## config.mk

```make
export PLATFORM = sky130hd
export DESIGN_NAME = flv_tag_header_deframer
export DESIGN_NICKNAME = d
export VERILOG_FILES = /design/src/hw/rtl/ftd_pkg.sv /design/src/hw/rtl/ftd_in_stage.sv /design/src/hw/rtl/ftd_parse.sv /design/src/hw/rtl/ftd_out_stage.sv /design/src/hw/rtl/flv_tag_header_deframer.sv
export SDC_FILE = /design/constraint.sdc
export NUM_CORES = 1
export LEC_CHECK = 0
export ABC_CLOCK_PERIOD_IN_PS = 16350
export BUFFER_PORTS_ARGS = -buffer_cell sky130_fd_sc_hd__buf_2
export CAP_MARGIN = 0
export CORE_MARGIN = 2
export CORE_UTILIZATION = 50
export DETAILED_ROUTE_END_ITERATION = 10
export GPL_TIMING_DRIVEN = 0
export PLACE_DENSITY = 0.67
export SYNTH_ARGS = -nofsm -noshare
export SYNTH_HDL_FRONTEND = slang
export SYNTH_SLANG_ARGS = --single-unit
```

## constraint.sdc

```tcl
create_clock -name clk -period 16.35 [get_ports clk]
set_input_delay 0 -clock clk [delete_from_list [all_inputs] [get_ports clk]]
set_output_delay 0 -clock clk [all_outputs]
set_load 0.01 [all_outputs]
```

## src/hw/rtl/ftd_pkg.sv

```systemverilog
package ftd_pkg;

	localparam logic RECORD_FILE = 1'b0;
	localparam logic RECORD_TAG  = 1'b1;

	localparam logic [7:0] TAG_AUDIO = 8'd8;
	localparam logic [7:0] TAG_VIDEO = 8'd9;

	// byte positions within each section
	localparam logic [3:0] POS_VERSION   = 4'd3;
	localparam logic [3:0] POS_FLAGS     = 4'd4;
	localparam logic [3:0] POS_HSIZE_0   = 4'd5;
	localparam logic [3:0] POS_HDR_LAST  = 4'd8;
	localparam logic [3:0] POS_PREV_LAST = 4'd3;
	localparam logic [3:0] POS_TYPE      = 4'd0;
	localparam logic [3:0] POS_SIZE_LAST = 4'd3;
	localparam logic [3:0] POS_TIME_LAST = 4'd6;
	localparam logic [3:0] POS_TIME_EXT  = 4'd7;
	localparam logic [3:0] POS_TAG_LAST  = 4'd10;

	typedef struct packed {
		logic        record_kind;
		logic [7:0]  format_version;
		logic [7:0]  header_flags;
		logic [31:0] header_size;
		logic [7:0]  tag_kind;
		logic [23:0] payload_size;
		logic [31:0] time_stamp;
		logic [23:0] stream_number;
		logic [31:0] tag_count;
		logic [31:0] frame_number;
	} result_t;

endpackage

```

## src/hw/rtl/ftd_in_stage.sv

```systemverilog
module ftd_in_stage (
	input  logic       clk,
	input  logic       arst_n,
	input  logic       in_valid,
	output logic       in_stall,
	input  logic [7:0] data_byte,
	input  logic       blocked,
	output logic       advance,
	output logic [7:0] byte_s1
);

	logic valid_s1;

	assign in_stall = valid_s1 & blocked;
	assign advance  = valid_s1 & ~blocked;

	always_ff @(posedge clk or negedge arst_n) begin
		if (!arst_n) begin
			valid_s1 <= 1'b0;
		end else if (!in_stall) begin
			valid_s1 <= in_valid;
		end
	end

	always_ff @(posedge clk) begin
		if (in_valid && !in_stall) begin
			byte_s1 <= data_byte;
		end
	end

endmodule

```

## src/hw/rtl/ftd_parse.sv

```systemverilog
module ftd_parse #(
	parameter int COUNTER_BITS = 32
) (
	input  logic             clk,
	input  logic             arst_n,
	input  logic             advance,
	input  logic [7:0]       byte_s1,
	output logic             res_valid,
	output ftd_pkg::result_t res
);

	typedef enum logic [1:0] {
		PH_FILE,
		PH_PREV,
		PH_TAG,
		PH_PAY
	} phase_t;

	phase_t                  phase_q, phase_d;
	logic [3:0]              pos_q, pos_d;
	logic [23:0]             left_q, left_d;
	logic [7:0]              type_q, type_d;
	logic [31:0]             size_q, size_d;
	logic [31:0]             time_q, time_d;
	logic [23:0]             stream_q, stream_d;
	logic [7:0]              version_q, version_d;
	logic [7:0]              flags_q, flags_d;
	logic [COUNTER_BITS-1:0] tags_q, tags_d;
	logic [COUNTER_BITS-1:0] audio_q, audio_d;
	logic [COUNTER_BITS-1:0] video_q, video_d;
	logic [COUNTER_BITS-1:0] frame;
	logic [COUNTER_BITS+31:0] tags_ext, frame_ext;

	// counters may be narrower or wider than the 32-bit report
	assign tags_ext  = {32'b0, tags_d};
	assign frame_ext = {32'b0, frame};

	always_comb begin
		phase_d   = phase_q;
		pos_d     = pos_q;
		left_d    = left_q;
		type_d    = type_q;
		size_d    = size_q;
		time_d    = time_q;
		stream_d  = stream_q;
		version_d = version_q;
		flags_d   = flags_q;
		tags_d    = tags_q;
		audio_d   = audio_q;
		video_d   = video_q;
		frame     = '0;
		res_valid = 1'b0;
		res       = '0;

		case (phase_q)
			PH_FILE: begin
				if (pos_q == ftd_pkg::POS_VERSION) begin
					version_d = byte_s1;
				end else if (pos_q == ftd_pkg::POS_FLAGS) begin
					flags_d = byte_s1;
				end else if (pos_q >= ftd_pkg::POS_HSIZE_0) begin
					size_d = {size_q[23:0], byte_s1};
				end
				if (pos_q >= ftd_pkg::POS_HDR_LAST) begin
					res_valid          = 1'b1;
					res.record_kind    = ftd_pkg::RECORD_FILE;
					res.format_version = version_d;
					res.header_flags   = flags_d;
					res.header_size    = size_d;
					phase_d            = PH_PREV;
					pos_d              = '0;
				end else begin
					pos_d = pos_q + 4'd1;
				end
			end
			PH_PREV: begin
				if (pos_q >= ftd_pkg::POS_PREV_LAST) begin
					phase_d = PH_TAG;
					pos_d   = '0;
				end else begin
					pos_d = pos_q + 4'd1;
				end
			end
			PH_TAG: begin
				if (pos_q == ftd_pkg::POS_TYPE) begin
					type_d = byte_s1;
				end else if (pos_q <= ftd_pkg::POS_SIZE_LAST) begin
					size_d = {8'h00, size_q[15:0], byte_s1};
				end else if (pos_q <= ftd_pkg::POS_TIME_LAST) begin
					time_d = {8'h00, time_q[15:0], byte_s1};
				end else if (pos_q == ftd_pkg::POS_TIME_EXT) begin
					time_d = {byte_s1, time_q[23:0]};
				end else begin
					stream_d = {stream_q[15:0], byte_s1};
				end
				if (pos_q >= ftd_pkg::POS_TAG_LAST) begin
					tags_d = tags_q + 1'b1;
					if (type_q == ftd_pkg::TAG_AUDIO) begin
						frame   = audio_q;
						audio_d = audio_q + 1'b1;
					end else if (type_q == ftd_pkg::TAG_VIDEO) begin
						frame   = video_q;
						video_d = video_q + 1'b1;
					end
					res_valid         = 1'b1;
					res.record_kind   = ftd_pkg::RECORD_TAG;
					res.tag_kind      = type_d;
					res.payload_size  = size_d[23:0];
					res.time_stamp    = time_d;
					res.stream_number = stream_d;
					res.tag_count     = tags_ext[31:0];
					res.frame_number  = frame_ext[31:0];
					pos_d             = '0;
					left_d            = size_d[23:0];
					phase_d           = (size_d[23:0] == 24'd0) ? PH_PREV : PH_PAY;
				end else begin
					pos_d = pos_q + 4'd1;
				end
			end
			PH_PAY: begin
				if (left_q != 24'd0) begin
					left_d = left_q - 24'd1;
				end
				if (left_q <= 24'd1) begin
					phase_d = PH_PREV;
					pos_d   = '0;
				end
			end
			default: begin
				phase_d = PH_FILE;
				pos_d   = '0;
			end
		endcase
	end

	always_ff @(posedge clk or negedge arst_n) begin
		if (!arst_n) begin
			phase_q   <= PH_FILE;
			pos_q     <= '0;
			left_q    <= '0;
			type_q    <= '0;
			size_q    <= '0;
			time_q    <= '0;
			stream_q  <= '0;
			version_q <= '0;
			flags_q   <= '0;
			tags_q    <= '0;
			audio_q   <= '0;
			video_q   <= '0;
		end else if (advance) begin
			phase_q   <= phase_d;
			pos_q     <= pos_d;
			left_q    <= left_d;
			type_q    <= type_d;
			size_q    <= size_d;
			time_q    <= time_d;
			stream_q  <= stream_d;
			version_q <= version_d;
			flags_q   <= flags_d;
			tags_q    <= tags_d;
			audio_q   <= audio_d;
			video_q   <= video_d;
		end
	end

endmodule

```

## src/hw/rtl/ftd_out_stage.sv

```systemverilog
module ftd_out_stage (
	input  logic             clk,
	input  logic             arst_n,
	input  logic             res_load,
	input  ftd_pkg::result_t res,
	output logic             blocked,
	output logic             out_valid,
	input  logic             out_stall,
	output ftd_pkg::result_t res_q
);

	logic valid_q;

	assign out_valid = valid_q;
	assign blocked   = valid_q & out_stall;

	always_ff @(posedge clk or negedge arst_n) begin
		if (!arst_n) begin
			valid_q <= 1'b0;
		end else if (!blocked) begin
			valid_q <= res_load;
		end
	end

	always_ff @(posedge clk) begin
		if (res_load && !blocked) begin
			res_q <= res;
		end
	end

endmodule

```

## src/hw/rtl/flv_tag_header_deframer.sv

```systemverilog
// FLV tag header deframer. Takes one byte of an FLV file per transaction and
// may take a byte in every cycle. It emits one record when the 9-byte file
// header completes and one when each 11-byte tag header completes; previous
// tag sizes and payload bytes are consumed without output. A record passes
// through the input byte register and the result register before it is
// presented at the outputs. The rate is set by the next-state logic between
// the input byte register and the result register; it only drops while a
// finished record is held by out_stall, which then backs up into in_stall.
module flv_tag_header_deframer #(
	parameter int COUNTER_BITS = 32
) (
	input  logic        clk,
	input  logic        arst_n,
	input  logic        in_valid,
	output logic        in_stall,
	input  logic [7:0]  data_byte,
	output logic        out_valid,
	input  logic        out_stall,
	output logic        record_kind,
	output logic [7:0]  format_version,
	output logic [7:0]  header_flags,
	output logic [31:0] header_size,
	output logic [7:0]  tag_kind,
	output logic [23:0] payload_size,
	output logic [31:0] time_stamp,
	output logic [23:0] stream_number,
	output logic [31:0] tag_count,
	output logic [31:0] frame_number
);

	logic             blocked;
	logic             advance;
	logic [7:0]       byte_s1;
	logic             res_valid;
	ftd_pkg::result_t res;
	ftd_pkg::result_t res_q;

	ftd_in_stage u_in (
		.clk       (clk),
		.arst_n    (arst_n),
		.in_valid  (in_valid),
		.in_stall  (in_stall),
		.data_byte (data_byte),
		.blocked   (blocked),
		.advance   (advance),
		.byte_s1   (byte_s1)
	);

	ftd_parse #(
		.COUNTER_BITS (COUNTER_BITS)
	) u_parse (
		.clk       (clk),
		.arst_n    (arst_n),
		.advance   (advance),
		.byte_s1   (byte_s1),
		.res_valid (res_valid),
		.res       (res)
	);

	ftd_out_stage u_out (
		.clk       (clk),
		.arst_n    (arst_n),
		.res_load  (advance & res_valid),
		.res       (res),
		.blocked   (blocked),
		.out_valid (out_valid),
		.out_stall (out_stall),
		.res_q     (res_q)
	);

	assign record_kind    = res_q.record_kind;
	assign format_version = res_q.format_version;
	assign header_flags   = res_q.header_flags;
	assign header_size    = res_q.header_size;
	assign tag_kind       = res_q.tag_kind;
	assign payload_size   = res_q.payload_size;
	assign time_stamp     = res_q.time_stamp;
	assign stream_number  = res_q.stream_number;
	assign tag_count      = res_q.tag_count;
	assign frame_number   = res_q.frame_number;

endmodule

```

==> flow_summary.yaml <==
route:
  drt_iter0_markers: 1142
  ant_nets: 0
  vias: 14040
  drc_errors: 0
  drt-vias-per-instance: 5.645
  first_pass_iters: 5
  drt-wirelength-per-cell_um: 19.77
  routed_wl_um: 49180
timing:
  fin_ws_ps: 12470
  finalSetupTns_ps: 0
  finalCriticalPeriod_ps: 3880
  fin_hold_ws_ps: 146.8
  rsz0062_at_grt: "false"
  hold_violations: 0
  period_share: 0.2373
  final-max-slew-violation-count: 0
  fin_skew_ps: 28.03
  clock.fmax_ghz: 0.2578
  setup_viol: 0
  relSlewSlack: 0.1796
  tightest_slew_ps: 1219
yosys:
  syn_area_um2: 19320
  seq_area_frac_synth: 0.6149
  syn_area_per_cell_um2: 11.74
  synth-simple-area-share: 0.1621
  synth_top_family_by_area: "simple AND/OR/NAND/NOR gates"
  synth_ff_type: "dfrtp_1"
  yosysWarnings: 0
  synthCells: 1646
  async_flop_share: 0.5173
  synthMuxAreaShare: 0.07220
  synth_fa_ha_area_frac: 0.008418
  synth-xor-area-share: 0.05258
  synth_seq_cells: 433
  synth_nets: 1671
  synth_compound_area_frac: 0.06378
  synth-edff-count: 209
  ys_types: 60
placement:
  place_area_um2: 21280
  hpwl_um: 34150
  pre_cts_slack_ps: 12560
  io_buffers: 214
  gp_congestion: 0.9084
  dp_cells: 2387
die:
  die_w_um: 200.6
  die_h_um: 200.6
  fp.dieArea_um2: 40230
  fp-row-count: 72
  initial_core_util: 0.5035
  core_area_um2: 38380
  ios: 215
global_routing:
  antenna_found_initial: 0
  grt_pass1_wl_um: 77220
  grt_start_max_net_pins: 98
  track_usage: 0.2431
  grt_overflow: 0
  grt_pass1_vias: 13790
cts:
  h-tree-depth: 2
  cts_setup_buffers: 0
  clk_path_buf_depth: 3
  cts_hold_buf: 14
  cts_tree: "built"
  insertion_delay_ps: 570
  cts_root_buf: "clkbuf_16"
  cts.repair.resized: 0
  path_clk_slew_ps: 60
  numCtsBuffers: 46
  cts.sinks: 433
critical_path:
  crit_chain: "inv_1 -> ha_1 -> clkbuf_1 -> o211ai_1 -> inv_1 -> clkbuf_1 -> o21ai_0 -> a221oi_1 -> nand2_1"
  crit_path_top_delay_cell: "clkbuf_1"
  arrival_ps: 4320
  max_stage_delay_ps: 620
  critical_path_class: "reg -> reg"
  endpoint_kind: "flop"
  worst_setup_path_start_kind: "flop"
  required_ps: 16790
  worstPathMaxFanout: 10
finish:
  utilization: 0.5994
  antenna_cells: 0
  fillers: 3200
  final_area_um2: 23000
  syn_to_final_growth_pct: 19.06
  fin_cells: 2487
  drive_above_1_share: 0.1930
  final_nets: 1956
power_and_ir_drop:
  power.total_mw: 2.962
  cellLeakagePower_nw: 9.617
  power_density_nw_per_um2: 128.8
  peakVddDrop_mv: 0.06589
status:
  status: "completed"
flow_run:
  max_cap_violations: 0
hold_path:
  hold_class: "in -> reg"
path summary, 6_finish.rpt:
check                      slack [ps]                   to  cells past startpoint                start
max in group asynchronous       14940   u_parse.time_q[17]                      5               arst_n
setup / recovery                12470   u_parse.left_q[18]                      9   u_parse.phase_q[0]
hold / removal                    150      u_in.byte_s1[2]                      2         data_byte[2]
min in group asynchronous         530  u_parse.audio_q[15]                      4               arst_n
hold reg to reg                   480  u_parse.audio_q[31]                      1  u_parse.audio_q[31]
setup reg to reg                12470   u_parse.left_q[18]                      9   u_parse.phase_q[0]
Yosys cell counts (all sizes together), types with 11 or more instances:
library cell | number | area, µm²
buf | 13 | 53.80
xor2 | 48 | 420.4
o21ai | 28 | 140.1
and3 | 60 | 375.4
nor4 | 32 | 206.5
nor3 | 54 | 270.3
nand3 | 48 | 240.2
and2 | 38 | 237.7
nand4 | 38 | 237.7
edfxtp | 209 | 6276
clkbuf | 89 | 335.3
mux2 | 67 | 754.5
dfrtp | 224 | 5605
inv | 30 | 112.6
xnor2 | 68 | 595.6
a221oi | 11 | 96.34
o22ai | 24 | 150.1
a21oi | 52 | 260.3
mux2i | 64 | 640.6
nand2 | 158 | 593.1
ha | 13 | 162.7
or3 | 12 | 75.07
nor2 | 158 | 593.1
critical path: cells and delay by family (launching register included):
kind,cells,cell delay [ps]
buffers and inverters,4,1540
AOI/OAI and AO/OA,3,1520
DFF,1,420
adders and majority gates,1,160
and+or+nand+nor,1,100
sequential cells by signal, indices dropped and copies added, names as in the netlist:
| register | cells |
|---|---|
| u_out.res_q | 201 |
| u_parse.left_q | 24 |
| u_parse.audio_q | 32 |
| u_parse.pos_q | 4 |
| u_parse.phase_q | 2 |
| u_out.out_valid | 1 |
| u_parse.size_q | 24 |
| u_parse.version_q | 8 |
| u_parse.stream_q | 16 |
| u_in.valid_s1 | 1 |
| u_in.byte_s1 | 8 |
| u_parse.tags_q | 32 |
| u_parse.video_q | 32 |
| u_parse.flags_q | 8 |
| u_parse.time_q | 32 |
| u_parse.type_q | 8 |
kinds of logic (layout without fill, tap and decap cells):
| logic type | count (synthesis) | count (layout) |
|---|---|---|
| AO/OA/AOI/OAI | 185 | 185 |
| XOR/XNOR | 116 | 116 |
| flip-flops | 433 | 433 |
| AND/OR/NAND/NOR | 636 | 636 |
| multiplexers | 131 | 131 |
| buffers and inverters | 132 | 455 |
| adder cells (fa/ha/maj) | 13 | 13 |
layout by cell type (no fill, tap or decap), types with 31 or more instances in the layout:
cell and instances:
mux2_2 67, buf_2 217, nor4_1 31, nand3_1 48, nand2_1 158, xor2_1 48, and2_1 38, dfrtp_1 224
clkbuf_1 93, nor3_1 54, mux2i_1 64, and3_1 60, clkbuf_16 47, xnor2_1 68, nor2_1 158, nand4_1 38
edfxtp_1 209, a21oi_1 51
area by class of cell:
cell class                      instances  area, µm²  area share
Clock buffer                           53       1209     0.05254
Tap cell                              518      648.1     0.02817
Timing Repair Buffer                  237       1456     0.06331
Buffer                                102      389.1     0.01692
Inverter                               30      112.6    0.004895
Clock inverter                         33      357.8     0.01556
Sequential cell                       433      11880      0.5165
Multi-Input combinational cell       1081       6950      0.3021
layer usage:
layer	wire length [µm]	vias to the layer above	track usage
li1	-	6515	-
met1	22120	6945	0.3521
met2	22430	484	0.3762
met3	3385	96	0.04740
met4	1246	0	0.06931
met5	0	-	0
where the power goes:
part / switching, mW / leakage [nW] / internal (mW)
combinational: 0.361 / 3.94 / 0.207
clock: 0.440 / 0.766 / 0.631
sequential: 0.101 / 4.92 / 1.22
total: 0.902 / 9.62 / 2.06
No activity file was read; power rests on OpenSTA's default activity.
